`config.mk`:
```
export PLATFORM = sky130hd
export DESIGN_NAME = scs_useq
export DESIGN_NICKNAME = d
export VERILOG_FILES = /design/src/rtl/scs_pkg.sv /design/src/rtl/scs_useq.sv
export SDC_FILE = /design/constraint.sdc
export NUM_CORES = 1
export LEC_CHECK = 0
export ABC_AREA = 0
export BUFFER_PORTS_ARGS = -buffer_cell sky130_fd_sc_hd__buf_4
export CAP_MARGIN = 5
export CORE_MARGIN = 2
export CORE_UTILIZATION = 45
export DETAILED_ROUTE_END_ITERATION = 8
export PLACE_DENSITY = 0.77
export REMOVE_ABC_BUFFERS = 1
export SLEW_MARGIN = 20
export SYNTH_ARGS = -nofsm -noshare
export SYNTH_HDL_FRONTEND = slang
export SYNTH_SLANG_ARGS = --single-unit
```
`constraint.sdc`:
```
create_clock -name clk -period 2.5 [get_ports clk]
set_input_delay 0.25 -clock clk [delete_from_list [all_inputs] [get_ports clk]]
set_output_delay 0.25 -clock clk [all_outputs]
set_load 0.03 [all_outputs]
```
`src/rtl/scs_pkg.sv`:
```
// Package for the stable counting sort unit: port layout constants, default
// parameter values and the microcode types and program of the sort sequencer.
// Used by every module of the block; depends on nothing.
package scs_pkg;

  // Default parameter values.
  localparam int MAX_ELEMENTS_DEF = 1024;
  localparam int KEY_BITS_DEF     = 8;
  localparam int VALUE_BITS_DEF   = 32;

  // Port field widths.
  localparam int KEY_W     = 8;
  localparam int PAYLOAD_W = 32;
  localparam int INDEX_W   = 10;

  // Input tdata: sort_key, payload, read_index from the lowest bit up.
  localparam int IN_KEY_LSB   = 0;
  localparam int IN_PAY_LSB   = IN_KEY_LSB + KEY_W;
  localparam int IN_IDX_LSB   = IN_PAY_LSB + PAYLOAD_W;
  localparam int IN_TDATA_W   = ((IN_IDX_LSB + INDEX_W + 7) / 8) * 8;

  // Output tdata: sorted_payload, sorted_key from the lowest bit up.
  localparam int OUT_PAY_LSB  = 0;
  localparam int OUT_KEY_LSB  = OUT_PAY_LSB + PAYLOAD_W;
  localparam int OUT_TDATA_W  = ((OUT_KEY_LSB + KEY_W + 7) / 8) * 8;

  // Command codes carried in in_tuser.
  localparam logic CMD_LOAD = 1'b0;
  localparam logic CMD_READ = 1'b1;

  // Microprogram addresses.
  localparam int PC_W = 4;
  localparam logic [PC_W-1:0] PC_IDLE     = 4'd0;
  localparam logic [PC_W-1:0] PC_CLR      = 4'd1;
  localparam logic [PC_W-1:0] PC_CNT_INIT = 4'd2;
  localparam logic [PC_W-1:0] PC_CNT_RD   = 4'd3;
  localparam logic [PC_W-1:0] PC_CNT_KEY  = 4'd4;
  localparam logic [PC_W-1:0] PC_CNT_WR   = 4'd5;
  localparam logic [PC_W-1:0] PC_PFX_INIT = 4'd6;
  localparam logic [PC_W-1:0] PC_PFX_RD   = 4'd7;
  localparam logic [PC_W-1:0] PC_PFX_WR   = 4'd8;
  localparam logic [PC_W-1:0] PC_PLC_INIT = 4'd9;
  localparam logic [PC_W-1:0] PC_PLC_DEC  = 4'd10;
  localparam logic [PC_W-1:0] PC_PLC_RD   = 4'd11;
  localparam logic [PC_W-1:0] PC_PLC_KEY  = 4'd12;
  localparam logic [PC_W-1:0] PC_PLC_WR   = 4'd13;
  localparam logic [PC_W-1:0] PC_DONE     = 4'd14;

  // Datapath operation of one step.
  typedef enum logic [3:0] {
    UOP_NONE,
    UOP_CLR,      // bucket[idx] = 0
    UOP_SRC_RD,   // read source[idx]
    UOP_KEY,      // latch source entry, read bucket[key]
    UOP_INC_WR,   // bucket[key] = bucket + 1
    UOP_ACC_CLR,  // running sum = 0
    UOP_BKT_RD,   // read bucket[idx]
    UOP_PFX_WR,   // bucket[idx] = sum + bucket, sum updated
    UOP_PLC_WR,   // bucket[key] = bucket - 1, sorted[bucket - 1] = entry
    UOP_DONE      // mark the set sorted
  } uop_t;

  typedef enum logic [2:0] {
    IDX_HOLD,
    IDX_CLEAR,
    IDX_INC,
    IDX_DEC,
    IDX_LOAD_CNT
  } idx_op_t;

  // A step jumps to its target when its condition holds, else falls through.
  typedef enum logic [2:0] {
    COND_NEVER,
    COND_ALWAYS,
    COND_NO_START,
    COND_IDX_NE_LASTB,
    COND_IDX_EQ_CNT,
    COND_IDX_EQ_NB,
    COND_IDX_ZERO
  } cond_t;

  typedef struct packed {
    uop_t            uop;
    idx_op_t         idx_op;
    cond_t           cond;
    logic [PC_W-1:0] target;
  } ctrl_word_t;

  // Index flags from the datapath that the jump conditions test.
  typedef struct packed {
    logic idx_zero;
    logic idx_eq_cnt;
    logic idx_eq_nb;
    logic idx_last_bkt;
  } dp_status_t;

  function automatic ctrl_word_t cw(input uop_t u, input idx_op_t i, input cond_t c,
                                    input logic [PC_W-1:0] t);
    ctrl_word_t w;
    w.uop    = u;
    w.idx_op = i;
    w.cond   = c;
    w.target = t;
    return w;
  endfunction

  // The sort program: clear buckets, count keys, prefix sums, back-to-front placement.
  function automatic ctrl_word_t ucode(input logic [PC_W-1:0] pc);
    ctrl_word_t w;
    case (pc)
      PC_IDLE:     w = cw(UOP_NONE,    IDX_CLEAR,    COND_NO_START,     PC_IDLE);
      PC_CLR:      w = cw(UOP_CLR,     IDX_INC,      COND_IDX_NE_LASTB, PC_CLR);
      PC_CNT_INIT: w = cw(UOP_NONE,    IDX_CLEAR,    COND_NEVER,        PC_IDLE);
      PC_CNT_RD:   w = cw(UOP_SRC_RD,  IDX_HOLD,     COND_IDX_EQ_CNT,   PC_PFX_INIT);
      PC_CNT_KEY:  w = cw(UOP_KEY,     IDX_HOLD,     COND_NEVER,        PC_IDLE);
      PC_CNT_WR:   w = cw(UOP_INC_WR,  IDX_INC,      COND_ALWAYS,       PC_CNT_RD);
      PC_PFX_INIT: w = cw(UOP_ACC_CLR, IDX_CLEAR,    COND_NEVER,        PC_IDLE);
      PC_PFX_RD:   w = cw(UOP_BKT_RD,  IDX_HOLD,     COND_IDX_EQ_NB,    PC_PLC_INIT);
      PC_PFX_WR:   w = cw(UOP_PFX_WR,  IDX_INC,      COND_ALWAYS,       PC_PFX_RD);
      PC_PLC_INIT: w = cw(UOP_NONE,    IDX_LOAD_CNT, COND_NEVER,        PC_IDLE);
      PC_PLC_DEC:  w = cw(UOP_NONE,    IDX_DEC,      COND_IDX_ZERO,     PC_DONE);
      PC_PLC_RD:   w = cw(UOP_SRC_RD,  IDX_HOLD,     COND_NEVER,        PC_IDLE);
      PC_PLC_KEY:  w = cw(UOP_KEY,     IDX_HOLD,     COND_NEVER,        PC_IDLE);
      PC_PLC_WR:   w = cw(UOP_PLC_WR,  IDX_HOLD,     COND_ALWAYS,       PC_PLC_DEC);
      PC_DONE:     w = cw(UOP_DONE,    IDX_HOLD,     COND_ALWAYS,       PC_IDLE);
      default:     w = cw(UOP_NONE,    IDX_CLEAR,    COND_ALWAYS,       PC_IDLE);
    endcase
    return w;
  endfunction

endpackage

```
`src/rtl/scs_useq.sv`:
```
// Microcode sequencer of the stable counting sort unit: step counter, program
// table lookup and conditional jumps. Depends on scs_pkg.
module scs_useq (
  input  logic                clk,
  input  logic                rst_n,
  input  logic                start,
  input  scs_pkg::dp_status_t status,
  output scs_pkg::ctrl_word_t ctrl,
  output logic                idle
);

  logic [scs_pkg::PC_W-1:0] pc_r;
  logic [scs_pkg::PC_W-1:0] pc_nxt;
  logic                     take;

  assign ctrl = scs_pkg::ucode(pc_r);
  assign idle = (pc_r == scs_pkg::PC_IDLE);

  always_comb begin
    case (ctrl.cond)
      scs_pkg::COND_NEVER:        take = 1'b0;
      scs_pkg::COND_ALWAYS:       take = 1'b1;
      scs_pkg::COND_NO_START:     take = !start;
      scs_pkg::COND_IDX_NE_LASTB: take = !status.idx_last_bkt;
      scs_pkg::COND_IDX_EQ_CNT:   take = status.idx_eq_cnt;
      scs_pkg::COND_IDX_EQ_NB:    take = status.idx_eq_nb;
      scs_pkg::COND_IDX_ZERO:     take = status.idx_zero;
      default:                    take = 1'b1;
    endcase
    pc_nxt = take ? ctrl.target : pc_r + 1'b1;
  end

  always_ff @(posedge clk) begin
    if (!rst_n) begin
      pc_r <= scs_pkg::PC_IDLE;
    end else begin
      pc_r <= pc_nxt;
    end
  end

endmodule

```
==> reports/results.ini <==
[outcome]
status=complete, no violations

[global_route]
grt_pass1_wl_mm=3.06
grt_use_total_pct=16.6
grt_pass1_vias=681
grt_max_degree=16
gr-total-overflow=0
antenna_found_initial=0

[power]
power.internal_mw=0.757
seqPwrFrac_pct=32.1
leakage_nw=0.519
pwr-share-clk_pct=10.3
p_comb_share_pct=57.6
vdd_drop_max_mv=0.649
switchingPower_mw=0.562
power.density_mw_per_mm2=1160
p_sw_share_pct=42.6

[cells_and_area]
final_common_cell=buf_4
area_delta_synth_final_pct=24.8
drive_gt1_share_pct=36.0
antennaDiodeCount=0
final_cell_mix=buf_4, dfxtp_1, ha_1, inv_1
regArea_sq_um=360
utilization_pct=58.8
instances_no_fill=138
multi_input_area_sq_um=499
layout.nets=127
nFillCells=179

[place]
dpl.hpwl_mm=1.39
place_congestion=0.860
portBuffers=21
dp_cells=133

[logic_synthesis]
synth_area_sq_um=915
synth_cells=85
yosysTopAreaCell=dfxtp_1
ys_ff_latch=18
synth-edff-count=0
synth_top_area_share_pct=39.4
yosys_warnings=0
synth_flop_cell=dfxtp_1
async_flop_share_pct=0
synthTopCellsByArea=dfxtp_1, ha_1, mux2i_1
syn_area_per_cell_sq_um=10.8
synth_cell_types=36
yosysSeqAreaShare_pct=39.4

[worst_hold_path]
hp-class=in2reg
hp-start=rst_n
min_to=pc_r[1]
hold_depth=2

[sta]
whs_ns=0.263
finalCritPeriodShare_pct=93.9
setup_viol=0
clock_skew_ns=0.00886
fmax_mhz=426
hold_viol_final=0
slew_violations=0
period_minus_slack_ns=2.35
worstMarginPinSlew_ns=0.417
relSlewSlack_pct=72.1

[worst_setup_path]
reg2reg_to=ctrl[3]
crit_slowest_cell=dfxtp_1
cp.arrival_ns=2.54
endpoint_kind=flop
crit_chain=and3b_1 -> a311oi_1 -> or2_4 -> mux2i_2 -> inv_1 -> ha_1 -> mux2_2 -> a22o_1
start_kind=flop
crit_start=ctrl[5]
reg2reg_from=ctrl[5]
cp_max_fo=5
r2r_setup_slack_ns=0.15
cp.required_ns=2.70
crit_type=reg2reg
critPathMaxStageDelay_ns=0.39
reg2regPathDepth=8

[clocking]
insertion_delay_ns=0.29
cts_sinks=18
h-tree-depth=1
cts_buffer_depth=2
cts_buffers=3
cts_tree=yes
root_buffer=clkbuf_4
holdBufCountCts=0
clk_pin_slew_ns=0.09

[die]
dieWidth_um=49.1
die_area_sq_mm=0.00241
core_area_sq_mm=0.00194
die_h_um=49.1
io_pins=22
fp-row-count=16
start_util_pct=47.1

[route]
vias_per_cell=5.10
vias=704
drt-initial-drc-count=11
drt.antenna.violating_nets=0
routed_wl_mm=1.84
drc=0
drtPass1Iterations=4
wl_per_cell_um=13.4

[job]
max_cap_viol_count=0

## power by group through the flow
stage	Combinational (mW)	Clock [mW]	Sequential, mW
detailed placement	0.719	0	0.430
CTS	0.726	0.139	0.425
floorplan	0.341	0	0.547
global route	0.816	0.155	0.435
global placement	0.698	0	0.425
finish	0.759	0.136	0.424
## registers in the layout, summed over array words and instances, names as in the netlist
name,flops
pc_r,4
ctrl,14
## final cells by class
| type | count | share of cell area, % |
|---|---|---|
| clock buffer | 3 | 1.97 |
| tap | 27 | 2.96 |
| timing repair buffer | 27 | 17.8 |
| multi-input combinational | 57 | 43.8 |
| sequential | 18 | 31.6 |
| inverter | 6 | 1.97 |
## layer usage
| layer | up-vias | track usage [%] | part of all wire, % |
|---|---|---|---|
| li1 | 349 | - | - |
| met1 | 326 | 20.1 | 42 |
| met2 | 24 | 27.9 | 51 |
| met3 | 5 | 2.76 | 5.3 |
| met4 | 0 | 9.05 | 2.0 |
| met5 | - | 0 | 0 |
## worst max-delay path, delay by kind of cell, from the launching register on
kind	cells	cell delay [ns]
DFF	1	0.39
AOI/OAI and AO/OA	2	0.52
and+or+nand+nor	2	0.42
buffers and inverters	1	0.12
muxes	2	0.53
adders and majority gates	1	0.28
## metrics by stage
stage               worst slack (ns)  TNS [ns]  area, sq um  total power, mW
floorplan                     -0.210    -0.714          873            0.889
finish                         0.151         0         1140             1.32
global route                 -0.0286   -0.0632         1140             1.41
global placement              0.0986         0         1090             1.12
detailed placement            0.0141         0         1090             1.15
CTS                            0.110         0         1120             1.29
## cell families after synthesis
logic type               Yosys count  share of synthesized area, %
AO/OA/AOI/OAI                     15                          14.8
XOR/XNOR                           3                          3.69
adder cells (fa/ha/maj)            7                          9.58
buffers and inverters             10                          6.98
flip-flops                        18                          39.4
multiplexers                       8                          9.44
AND/OR/NAND/NOR                   24                          16.1
## worst max-delay path by stage
| stage | endpoint | slack (ns) | cells after the start |
|---|---|---|---|
| final | ctrl[3] | 0.15 | 8 |
| after global routing | ctrl[3] | -0.03 | 9 |
| after CTS | ctrl[3] | 0.11 | 9 |
| after detailed placement | ctrl[3] | 0.01 | 9 |
| after global placement | ctrl[3] | 0.1 | 9 |
| after floorplan | ctrl[3] | -0.21 | 8 |
## timing repair
action,CTS,global route
endpoints found under the hold margin,0,0
setup endpoints to repair,1,6
resized for setup,1,2
pin swaps,0,0
cloned,0,0
buffers inserted,0,2
## cells in the mapped netlist (2+ instances only)
library cell,n
dfxtp_1,18
ha_1,7
inv_1,6
mux2i_1,5
nor2b_1,5
a22o_1,3
buf_6,3
nand2b_1,3
and3_1,2
and3b_1,2
mux2_2,2
nand2_1,2
nor2_1,2
o21ai_0,2
xnor2_1,2
Power figures use the tool's default switching activity.
